--- src/hw/rtl/gdoy_pkg.sv ---
// Shared constants and calendar tables for the day-of-year converter.
package gdoy_pkg;

  // Result status codes.
  localparam logic [1:0] StatusOk         = 2'd0;
  localparam logic [1:0] StatusBadMonth   = 2'd1;
  localparam logic [1:0] StatusBadDay     = 2'd2;
  localparam logic [1:0] StatusBadOrdinal = 2'd3;

  // Field widths.
  localparam int YearW  = 14;
  localparam int MonthW = 4;
  localparam int DayW   = 5;
  localparam int OrdW   = 9;

  // Divisibility by 25 of a 14-bit year: multiply by the inverse of 25
  // modulo 2^14 and compare against floor((2^14 - 1) / 25).
  localparam logic [YearW-1:0] Inv25 = 14'd7209;
  localparam logic [YearW-1:0] Div25Limit = YearW'(((1 << YearW) - 1) / 25);

  // Year lengths.
  localparam logic [OrdW-1:0] CommonYearLen = 9'd365;
  localparam logic [OrdW-1:0] LeapYearLen   = 9'd366;

  // Candidate months found by the ordinal search, one per year type.
  typedef struct packed {
    logic [MonthW-1:0] common_month;
    logic [MonthW-1:0] leap_month;
  } month_pick_t;

  // Days before month m in a common year.
  function automatic logic [OrdW-1:0] days_before(input logic [MonthW-1:0] m);
    logic [OrdW-1:0] d;
    unique case (m)
      4'd1:    d = 9'd0;
      4'd2:    d = 9'd31;
      4'd3:    d = 9'd59;
      4'd4:    d = 9'd90;
      4'd5:    d = 9'd120;
      4'd6:    d = 9'd151;
      4'd7:    d = 9'd181;
      4'd8:    d = 9'd212;
      4'd9:    d = 9'd243;
      4'd10:   d = 9'd273;
      4'd11:   d = 9'd304;
      4'd12:   d = 9'd334;
      default: d = 9'd0;
    endcase
    return d;
  endfunction

  // Days before month m, with the leap day counted after February.
  function automatic logic [OrdW-1:0] start_of(input logic [MonthW-1:0] m,
                                               input logic leap);
    logic [OrdW-1:0] s;
    s = days_before(m);
    if (leap && (m > 4'd2)) begin
      s = s + 9'd1;
    end
    return s;
  endfunction

  // Length of month m; February has 29 days in a leap year.
  function automatic logic [DayW-1:0] month_len(input logic [MonthW-1:0] m,
                                                input logic leap);
    logic [DayW-1:0] len;
    unique case (m)
      4'd2:                      len = leap ? 5'd29 : 5'd28;
      4'd4, 4'd6, 4'd9, 4'd11:   len = 5'd30;
      default:                   len = 5'd31;
    endcase
    return len;
  endfunction

endpackage

--- src/hw/rtl/gdoy_month_search.sv ---
// Finds the month that holds an ordinal day, for a common and a leap year.
// The month is one plus the number of month starts that the ordinal passes.
module gdoy_month_search (
  input  logic [gdoy_pkg::OrdW-1:0] ordinal,
  output gdoy_pkg::month_pick_t     pick
);

  logic [10:0] past_common;
  logic [10:0] past_leap;

  // Compare against the start of every month from February on.
  always_comb begin
    for (int k = 0; k < 11; k++) begin
      past_common[k] = ordinal > gdoy_pkg::start_of(4'(k + 2), 1'b0);
      past_leap[k]   = ordinal > gdoy_pkg::start_of(4'(k + 2), 1'b1);
    end
  end

  assign pick.common_month = 4'd1 + 4'($countones(past_common));
  assign pick.leap_month   = 4'd1 + 4'($countones(past_leap));

endmodule

--- src/hw/rtl/gregorian_day_of_year_converter_core.sv ---
// Gregorian day-of-year converter, three register stages.
// Throughput: one item per cycle; the whole pipeline stalls while a result waits.
// Stage 1 holds the year product for the divide-by-25 test, stage 2 the month
// lookup, stage 3 the result. Synchronous active-high reset clears valid bits only.
module gregorian_day_of_year_converter_core (
  input  logic                        clk,
  input  logic                        rst,
  input  logic                        in_valid,
  output logic                        in_ready,
  input  logic                        kind,
  input  logic [gdoy_pkg::YearW-1:0]  year,
  input  logic [gdoy_pkg::MonthW-1:0] month_in,
  input  logic [gdoy_pkg::DayW-1:0]   day_in,
  input  logic [gdoy_pkg::OrdW-1:0]   ordinal_in,
  output logic                        out_valid,
  input  logic                        out_ready,
  output logic [gdoy_pkg::OrdW-1:0]   ordinal_out,
  output logic [gdoy_pkg::MonthW-1:0] month_out,
  output logic [gdoy_pkg::DayW-1:0]   day_out,
  output logic                        is_leap,
  output logic [1:0]                  status
);

  logic advance;

  // Stage 1 registers.
  logic                        s1_valid;
  logic                        s1_kind;
  logic [3:0]                  s1_year_lo;
  logic [gdoy_pkg::YearW-1:0]  s1_prod;
  logic [gdoy_pkg::MonthW-1:0] s1_month;
  logic [gdoy_pkg::DayW-1:0]   s1_day;
  logic [gdoy_pkg::OrdW-1:0]   s1_ord;
  gdoy_pkg::month_pick_t       s1_pick;

  // Stage 2 registers.
  logic                        s2_valid;
  logic                        s2_kind;
  logic                        s2_leap;
  logic                        s2_month_ok;
  logic [gdoy_pkg::DayW-1:0]   s2_day;
  logic [gdoy_pkg::OrdW-1:0]   s2_ord;
  logic [gdoy_pkg::MonthW-1:0] s2_month;
  logic [gdoy_pkg::OrdW-1:0]   s2_start;
  logic [gdoy_pkg::DayW-1:0]   s2_len;

  // Stage 1 and stage 2 combinational values.
  logic [gdoy_pkg::YearW-1:0]  prod_next;
  gdoy_pkg::month_pick_t       pick_next;
  logic                        leap_next;
  logic [gdoy_pkg::MonthW-1:0] month_next;

  // Result values.
  logic [gdoy_pkg::OrdW-1:0]   ord_res;
  logic [gdoy_pkg::MonthW-1:0] mon_res;
  logic [gdoy_pkg::DayW-1:0]   day_res;
  logic [1:0]                  status_res;
  logic [gdoy_pkg::OrdW-1:0]   year_len;
  logic [gdoy_pkg::OrdW-1:0]   day_diff;

  // The pipeline moves as one whenever the output register is free.
  assign advance  = !out_valid || out_ready;
  assign in_ready = advance;

  // Stage 1 logic: year times the inverse of 25, and the ordinal search.
  assign prod_next = gdoy_pkg::YearW'(year * gdoy_pkg::Inv25);

  gdoy_month_search u_search (
    .ordinal (ordinal_in),
    .pick    (pick_next)
  );

  always_ff @(posedge clk) begin
    if (rst) begin
      s1_valid <= 1'b0;
    end else if (advance) begin
      s1_valid <= in_valid;
    end
    if (advance) begin
      s1_kind    <= kind;
      s1_year_lo <= year[3:0];
      s1_prod    <= prod_next;
      s1_month   <= month_in;
      s1_day     <= day_in;
      s1_ord     <= ordinal_in;
      s1_pick    <= pick_next;
    end
  end

  // Stage 2 logic: leap decision, month choice and month table lookup.
  // Divisible by 100 means by 4 and 25; divisible by 400 means by 16 and 25.
  assign leap_next = (s1_year_lo[1:0] == 2'd0) &&
                     ((s1_prod > gdoy_pkg::Div25Limit) || (s1_year_lo == 4'd0));

  always_comb begin
    if (s1_kind) begin
      month_next = leap_next ? s1_pick.leap_month : s1_pick.common_month;
    end else begin
      month_next = s1_month;
    end
  end

  always_ff @(posedge clk) begin
    if (rst) begin
      s2_valid <= 1'b0;
    end else if (advance) begin
      s2_valid <= s1_valid;
    end
    if (advance) begin
      s2_kind     <= s1_kind;
      s2_leap     <= leap_next;
      s2_month_ok <= (s1_month >= 4'd1) && (s1_month <= 4'd12);
      s2_day      <= s1_day;
      s2_ord      <= s1_ord;
      s2_month    <= month_next;
      s2_start    <= gdoy_pkg::start_of(month_next, leap_next);
      s2_len      <= gdoy_pkg::month_len(month_next, leap_next);
    end
  end

  // Stage 3 logic: range checks and the final add or subtract.
  assign year_len = s2_leap ? gdoy_pkg::LeapYearLen : gdoy_pkg::CommonYearLen;
  assign day_diff = s2_ord - s2_start;

  always_comb begin
    ord_res    = '0;
    mon_res    = '0;
    day_res    = '0;
    status_res = gdoy_pkg::StatusOk;
    if (!s2_kind) begin
      priority if (!s2_month_ok) begin
        status_res = gdoy_pkg::StatusBadMonth;
      end else if ((s2_day == 5'd0) || (s2_day > s2_len)) begin
        status_res = gdoy_pkg::StatusBadDay;
      end else begin
        ord_res = s2_start + gdoy_pkg::OrdW'(s2_day);
      end
    end else begin
      if ((s2_ord == 9'd0) || (s2_ord > year_len)) begin
        status_res = gdoy_pkg::StatusBadOrdinal;
      end else begin
        mon_res = s2_month;
        day_res = day_diff[gdoy_pkg::DayW-1:0];
      end
    end
  end

  // Output register.
  always_ff @(posedge clk) begin
    if (rst) begin
      out_valid <= 1'b0;
    end else if (advance) begin
      out_valid <= s2_valid;
    end
    if (advance) begin
      ordinal_out <= ord_res;
      month_out   <= mon_res;
      day_out     <= day_res;
      is_leap     <= s2_leap;
      status      <= status_res;
    end
  end

endmodule

--- config.mk ---
export PLATFORM = sky130hd
export DESIGN_NAME = gregorian_day_of_year_converter_core
export DESIGN_NICKNAME = d
export VERILOG_FILES = /design/src/hw/rtl/gdoy_pkg.sv /design/src/hw/rtl/gdoy_month_search.sv /design/src/hw/rtl/gregorian_day_of_year_converter_core.sv
export SDC_FILE = /design/constraint.sdc
export NUM_CORES = 1
export LEC_CHECK = 0
export BUFFER_PORTS_ARGS = -buffer_cell sky130_fd_sc_hd__buf_2
export CORE_ASPECT_RATIO = 0.8
export CORE_MARGIN = 2
export CORE_UTILIZATION = 55
export DETAILED_ROUTE_END_ITERATION = 16
export MAX_ROUTING_LAYER = met4
export PLACE_DENSITY = 0.75
export SYNTH_ARGS = -nofsm -noshare
export SYNTH_HDL_FRONTEND = slang
export SYNTH_SLANG_ARGS = --single-unit
export TNS_END_PERCENT = 100
--- constraint.sdc ---
create_clock -name clk -period 5.5 [get_ports clk]
set_clock_uncertainty 0.05 [all_clocks]
set_input_delay 0.55 -clock clk [delete_from_list [all_inputs] [get_ports clk]]
set_output_delay 0.55 -clock clk [all_outputs]
set_load 0.005 [all_outputs]
[Word level (Yosys, flattened, before mapping)]
Memories as Yosys holds them, arrays and structs flattened.
Index checks and enable logic that the tools add are counted.
Storage, ports and cells
  register bits: 104
  memory bits (read-only): 144
  input port bits: 37
  output and inout port bits: 23
  word-level logic and storage cells: 111
  memories kept: 1
Operators by class
  add/sub/neg operators: 25
  multipliers: 1
  magnitude comparators: 27
  equality and inequality tests: 5
  muxes and demuxes: 11
  bitwise operators: 2
  reduce and logical (&&, ||, !) cells: 15
Memories
  (no name shown): words 16, bits a word 9, rd ports 1, clocked after Yosys merged registers in 0, wr ports 0, line gdoy_pkg.sv:34  | unique case (m)
Operators with widths (number)
  $gt 9x8->1 const B: 8
  $gt 9x9->1 const B: 6
  $gt 9x7->1 const B: 4
  $add 1x1->2: 10
  $add 4x4->4: 5
  $gt 9x6->1 const B: 2
  $mux 9: 2
  $gt 14x10->1 const B: 1
  $mul 14x13->14 const B: 1
  $mux 2: 5
  $add 9x1->9 const B: 1
  $add 9x5->9: 1
  $gt 9x5->1 const B: 1
  $gt 9x9->1: 1
  $logic_not 9->1: 1
  $add 1x4->4 const A: 2
  $eq 4x3->1 const B: 2
  $eq 4x4->1 const B: 2
  $mux 4: 2
  $add 2x2->3: 2
  $gt 5x5->1: 1
  $logic_not 5->1: 1
  $sub 5x5->5: 1
  $add 3x4->4: 1
  17 further kinds: 23

[Logic depth before layout (Yosys ltp)]
Gate-level depths: netlist (run 1).
An unclocked memory read counts as a cell.
  word-level depth: 9
  mapped depth: 15
  mapped depth without buffers: 15

[Hierarchy]
Synthesis (run 1) repeated with hierarchy kept, for this count alone.
Unflattened totals
  cell total of the unflattened synthesis: 531
  area, all modules: 6287.3 um^2
By module, submodules not included
  gregorian_day_of_year_converter_core: instances 1, cells each 414, area each 5383.9 um^2, sequential area each 2882.8 um^2
  gdoy_month_search: instances 1, cells each 117, area each 903.4 um^2, sequential area each 0.0 um^2

[Worst setup path before layout (run 1)]
Ideal clock, no wire load.
  kind: input to register
  from: input ordinal_in[4] (netlist bit)
  to: register s1_pick[7] (netlist bit) (data pin)
  setup time: 0.257 ns
  data arrival time: 3.764 ns
  data required time: 5.193 ns
  path slack: 1.429 ns
  cell stages on the path: 12
  buffers on the path: 1
  cell sequence: clkbuf_1 nand2_1 a21oi_1 a2111oi_0 nor2_1 ha_1 fa_1 fa_1 fa_1 ha_1 fa_1 xor2_1
RTL lines
  start, declared: line gregorian_day_of_year_converter_core.sv:14  | input logic [gdoy_pkg::OrdW-1:0] ordinal_in,
  end signal, assigned: line gregorian_day_of_year_converter_core.sv:86  | s1_pick <= pick_next;
  end, declared: line gregorian_day_of_year_converter_core.sv:34  | gdoy_pkg::month_pick_t s1_pick;

==> reports/results.ini, run 1 <==
[placed_design]
portBuffers=59
hpwl_mm=8.85
place_congestion=0.855
place_area_um2=6820
place_inst=732

[routing]
num_vias=4089
drtAntennaViolNets=0
met1_length_mm=4.95
viasPerCell=5.47
firstDrtPassIters=5
drc=0
wl_met2_mm=5.75
avgRoutedWirePerCell_um=15.2
first_iter_violations=236
route.met3.wl_um=470
wirelength_mm=11.4
top_layer=met4

[sta]
tightest_slew_ps=761
finalHoldViolCount=0
finalSetupTns_ps=0
slew_headroom_pct=49.3
slew_violations=0
finalSetupViolCount=0
timing.fmax_ghz=0.251
period_minus_slack_ps=3980
rsz0062_at_grt=no
post-route-period-util_pct=72.3

[logic_synthesis]
syn_avg_cell_area_um2=11.9
synth-edff-count=94
yosysWarnings=0
synth_flop_cell=edfxtp_1
yosysMostFrequentCell=edfxtp_1
synth-async-reset-ratio_pct=0
syn_inst=536
ys_ff_latch=97
seq_area_frac_synth_pct=45.2
synthesis.area_um2=6380
yosys.area.top_type=edfxtp_1
yosysUniqueCellTypes=66
synthTopCellsByCount=edfxtp_1, inv_1, ha_1
synthTopCellsByArea=edfxtp_1, ha_1, fa_1, inv_1, xnor2_1
netlist.area_leader.share_pct=44.3
syn-num-nets=674

[floorplanning]
initial_utilization_pct=55.8
pin_count=60
core_area_um2=11400
die_w_um=124
row_count=35
dieHeight_um=100
die_area_um2=12500

[global_route]
antenna_found_initial=0
grt_overflow_total=0
grt_pass1_vias=4185
grt_pass1_wl_mm=19.3
grt_max_degree=59
grt_usage_pct=19.8

[setup_path]
endpoint_kind=register
cp_max_fo=9
worstSetupPathType=input port to register
critPathTopFamily=adder cells
crit_chain=buf_2 > nand2_1 > a21oi_1 > a2111oi_0 > nor2_1 > ha_1 > fa_1 > fa_1 > fa_1 > ha_1 > fa_1 > xor2_1
worst_ep_required_time_ps=5540
cpMostUsedCell=fa_1
critical-path-max-stage-delay_ps=510
cp.buffers_inverters=1
critPathLaunchType=input port
arrival_ps=4020
critPathSlowestCell=fa_1

[power_and_ir_drop]
cellPowerDensity_nw_per_um2=381
vdd.ir_drop.worst_mv=0.190
total_power_w=0.00272
p_leak_nw=3.20

[run_status]
status=completed

[cells_and_area]
fin_cells=747
final_core_util_pct=62.4
area_growth_pct=11.9
layout.nets=733
finalInstanceArea_um2=7130
layout-drive-gt1-share_pct=15.9
num_antenna_cells=0

[clock_network]
clk_pin_slew_worst_paths_ps=60
htree_levels=3
clk_latency_ps=340
cts_buffers=9
ctsHoldBuffers=0
cts_resized=0
cts_sinks=97
cts_tree=yes
clockBufferDepth=2
postCtsSetupBuffers=0
cts_root_buf=clkbuf_16

[job]
cap_violations=0

[min_path]
holdCritPathClass=input port to register

## layout make-up
class | count | area (um^2)
timing repair buffer | 60 | 303
sequential | 97 | 2880
clock buffer | 9 | 225
fill | 909 | 4300
multi-input combinational | 345 | 3120
clock inverter | 6 | 92.6
tap | 148 | 185
inverter | 82 | 320
## kinds of logic after synthesis
group                      share of synthesized area [%]
and+or+nand+nor                                     9.58
xor gates and xnor gates                            4.67
AOI/OAI and AO/OA                                   10.8
muxes                                               1.12
adders and majority gates                           22.8
DFF                                                 45.2
buffers and inverters                               5.91
## layer usage
metal	GRT usage, %	vias up
met4	7.17	0
met5	-	-
met1	24.2	1954
met2	33.5	107
li1	-	2013
met3	3.57	15
## power breakdown
group | leakage (nW) | switching [W] | internal, W
Sequential | 1.04 | 0.0000893 | 0.00104
Clock | 0.153 | 0.000255 | 0.000398
Combinational | 2.01 | 0.000518 | 0.000418
## metrics by stage
step           setup slack [ps]  hold WS (ps)
2_1_floorplan              1430           350
3_3_place_gp               1290           355
3_5_place_dp               1190           355
4_1_cts                    1550           319
5_1_grt                    1290           313
6_report                   1520           334
## worst paths after layout
| kind | slack [ps] | endpoint | startpoint | cells after the start |
|---|---|---|---|---|
| worst max-delay path | 1520 | s1_pick[7]$_DFFE_PP_ | ordinal_in[0] | 12 |
| worst min-delay path | 330 | s1_day[3]$_DFFE_PP_ | day_in[3] | 1 |
| worst max register to register | 1610 | s2_start[4]$_DFFE_PP_ | s1_prod[8]$_DFFE_PP_ | 13 |
| worst min register to register | 370 | s2_ord[5]$_DFFE_PP_ | s1_ord[5]$_DFFE_PP_ | 0 |
## sequential cells by signal (all words and copies together) (netlist names), 2 cells and up
| register | count |
|---|---|
| s1_year_lo | 4 |
| s2_ord | 9 |
| s2_len | 2 |
| s1_day | 5 |
| s1_prod | 10 |
| s1_ord | 9 |
| s1_month | 4 |
| s2_month | 4 |
| s1_pick | 8 |
| day_out | 5 |
| ordinal_out | 9 |
| status | 2 |
| s2_day | 5 |
| month_out | 4 |
| s2_start | 9 |
## layout by cell type (no fill, tap or decap), types with 5 or more instances in the layout
master     synthesis  layout
nand4_1            5       5
nor2b_1            8       8
nand3_1           10      10
nor2_1            34      34
o21bai_1           5       5
clkbuf_16          0       9
a21o_1             9       9
nand2_1           15      15
fa_1              25      25
ha_1              76      76
o21ai_0           14      14
mux2i_1            6       6
a21oi_1           25      25
inv_1             80      80
xnor2_1           22      22
xor2_1            12      12
buf_2              0      59
nor3_1             8       8
nor4_1             5       5
edfxtp_1          94      94
## worst reg2reg max path, cell delays in order, from the launching register on
cell and delay (ps):
edfxtp_1 430, nor4_4 360, o221a_4 290, o21ai_1 100, a31oi_2 480, inv_1 230
ha_1 330, nor2_1 110, a32oi_1 210, inv_1 170, ha_1 240, nor4b_1 330
xor2_1 190, a21oi_1 80
(Power assumes the default switching activity.)
==> run 2, diff against run 1 <==
Clock period 5.5 ns to 3.95 ns, I/O delays scaled along.
==> run 2 against run 1 <==
Effect of this change: total power is 38% higher; final cell count rose by 4.7%; utilization up 2.2 points; register-to-register slack worse by 1300 ps; final area increased by 3.5%; clock power is 28% higher; critical path depth rose by 1; non-clock buffer count grew 34; die area is the same; critical endpoint unchanged; highest routed layer unchanged.
==> reports/results.ini, run 2 (synthesis results as in run 1) <==
[placed_design]
place_ws_ps=-101  ; was 1190 ps
hpwl_mm=9.45  ; was 8.85 mm
place_congestion=0.899  ; was 0.855
portBuffers=59  ; unchanged
place_inst=766  ; was 732

[power_and_ir_drop]
switchingPower_w=0.00125  ; was 0.000863 W
p_int_w=0.00251  ; was 0.00186 W
clock_power_share_pct=22.3  ; was 24.0%
p_leak_nw=3.35  ; was 3.20 nW
cellPowerDensity_nw_per_um2=509  ; was 381 nW/um^2
swShare_pct=33.2  ; was 31.7%
seqPwrFrac_pct=41.9  ; was 41.6%
pwr-share-comb_pct=35.7  ; was 34.4%
total_power_w=0.00376  ; was 0.00272 W
vdd.ir_drop.worst_mv=0.257  ; was 0.190 mV

[cells_and_area]
regArea_um2=2880  ; unchanged
fin_cells=782  ; was 747
nFillCells=861  ; was 909
layout-drive-gt1-share_pct=20.7  ; was 15.9%
layout_common_cells=edfxtp_1, inv_1, ha_1  ; unchanged
num_antenna_cells=0  ; unchanged
multi_input_area_um2=3130  ; was 3120 um^2
final_common_cell=edfxtp_1  ; unchanged
largest_register_ffs=10  ; unchanged
layout.nets=767  ; was 733
largest_register=s1_prod  ; unchanged
area_growth_pct=15.8  ; was 11.9%

[global_route]
grt_pass1_wl_mm=19.9  ; was 19.3 mm
grt_pass1_vias=4149  ; was 4185
antenna_found_initial=0  ; unchanged
grt_usage_pct=20.7  ; was 19.8%
grt_max_degree=41  ; was 59
grt_overflow_total=0  ; unchanged

[sta]
tightest_slew_ps=516  ; was 761 ps
post-route-period-util_pct=94.3
slew_violations=0  ; unchanged
finalHoldViolCount=0  ; unchanged
finalSetupTns_ps=0  ; unchanged
layout_setup_ws_ps=227  ; was 1520 ps
rsz0062_at_grt=no  ; unchanged
slew_headroom_pct=65.6  ; was 49.3%
period_minus_slack_ps=3720
timing.fmax_ghz=0.269
hold_ws_ps=173  ; was 334 ps
finalSetupViolCount=0  ; unchanged

[setup_path]
cp.buffers_inverters=2  ; was 1
arrival_ps=3770  ; was 4020 ps
endpoint_kind=register  ; unchanged
critPathLaunchType=input port  ; unchanged
worst_ep_required_time_ps=4000  ; was 5540 ps
worstSetupPathType=input port to register  ; unchanged
crit_chain=buf_2 > buf_4 > or2_2 > a21oi_1 > nor2b_1 > o211a_1 > or2_2 > ha_1 > fa_1 > fa_1 > ha_1 > fa_1 > xor2_1  ; was buf_2 > nand2_1 > a21oi_1 > a2111oi_0 > nor2_1 > ha_1 > fa_1 > fa_1 > fa_1 > ha_1 > fa_1 > xor2_1
cpMostUsedCell=fa_1  ; unchanged
critical-path-max-stage-delay_ps=480  ; was 510 ps
critPathTopFamily=adder cells  ; unchanged
cp_max_fo=4  ; was 9
critPathSlowestCell=fa_1  ; unchanged

[routing]
drc=0  ; unchanged
first_iter_violations=156  ; was 236
drtAntennaViolNets=0  ; unchanged
num_vias=4156  ; was 4089
viasPerCell=5.31  ; was 5.47
firstDrtPassIters=5  ; unchanged
avgRoutedWirePerCell_um=15.0  ; was 15.2 um
wirelength_mm=11.7  ; was 11.4 mm

[clock_network]
clk_latency_ps=340  ; about the same
htree_levels=3  ; unchanged
cts_buffers=9  ; unchanged
clockBufferDepth=2  ; unchanged
cts_tree=yes  ; unchanged
clk_pin_slew_worst_paths_ps=70  ; was 60 ps
cts_sinks=97  ; unchanged
ctsHoldBuffers=0  ; unchanged
cts_root_buf=clkbuf_16  ; unchanged

[floorplanning]
initial_utilization_pct=55.8  ; unchanged
die_area_um2=12500  ; unchanged
row_count=35  ; unchanged
pin_count=60  ; unchanged
dieHeight_um=100  ; unchanged
core_area_um2=11400  ; unchanged
die_w_um=124  ; unchanged

[min_path]
holdCritPathClass=input port to register  ; unchanged

[run_status]
status=completed  ; unchanged

[job]
cap_violations=0  ; unchanged

[run 2: repair_timing]
item | 4_1_cts | 5_1_grt
endpoints found under the hold margin | 0 | 0
buffers inserted | 0 | 0
resized for setup | 0 | 2
endpoints found under the setup margin | 0 | 2
[run 2: worst reg2reg max path, delay by kind of cell (launching register included)]
kind	cells	cell delay [ps]
AO/OA/AOI/OAI	7	1500
XOR/XNOR	1	180
adder cells (fa/ha/maj)	2	520
buffers and inverters	1	40
flip-flops	1	410
AND/OR/NAND/NOR	2	640
[run 2: stage by stage]
stage,utilization (%),instance area [um^2]
6_report,64.6,7380
5_1_grt,64.6,7380
4_1_cts,64.5,7370
2_1_floorplan,-,6380
3_3_place_gp,61.9,7070
3_5_place_dp,61.9,7070
[run 2: final cells by class]
| cell class | instances | share of cell area, % |
|---|---|---|
| Multi-Input combinational cell | 345 | 42.4 |
| Sequential cell | 97 | 39.1 |
| Timing Repair Buffer | 94 | 7.56 |
| Inverter | 82 | 4.34 |
| Clock buffer | 9 | 3.05 |
| Tap cell | 148 | 2.51 |
| Clock inverter | 7 | 1.05 |
[run 2: final timing paths]
| kind | start | to | slack (ps) | depth (start not counted) |
|---|---|---|---|---|
| worst min-delay path | day_in[0] | s1_day[0]$_DFFE_PP_ | 170 | 1 |
| worst min register to register | s1_day[3]$_DFFE_PP_ | s2_day[3]$_DFFE_PP_ | 370 | 0 |
| worst max-delay path | ordinal_in[1] | s1_pick[7]$_DFFE_PP_ | 230 | 13 |
| worst max register to register | s1_prod[12]$_DFFE_PP_ | s2_start[4]$_DFFE_PP_ | 330 | 13 |
[run 2: routing by layer]
| layer | vias up | share of wire [%] | track usage [%] |
|---|---|---|---|
| met4 | 0 | 2.3 | 6.74 |
| met1 | 1951 | 47 | 27.2 |
| met5 | - | 0 | - |
| met2 | 98 | 47 | 32.4 |
| li1 | 2085 | - | - |
| met3 | 22 | 3.8 | 4.53 |
[run 2: power by group through the flow]
stage	sequential [W]	clock, W	combinational, W
floorplan	0.00157	0	0.000983
global placement	0.00159	0	0.00126
detailed placement	0.00160	0	0.00134
CTS	0.00158	0.000861	0.00135
global route	0.00160	0.000902	0.00154
finish	0.00158	0.000838	0.00134
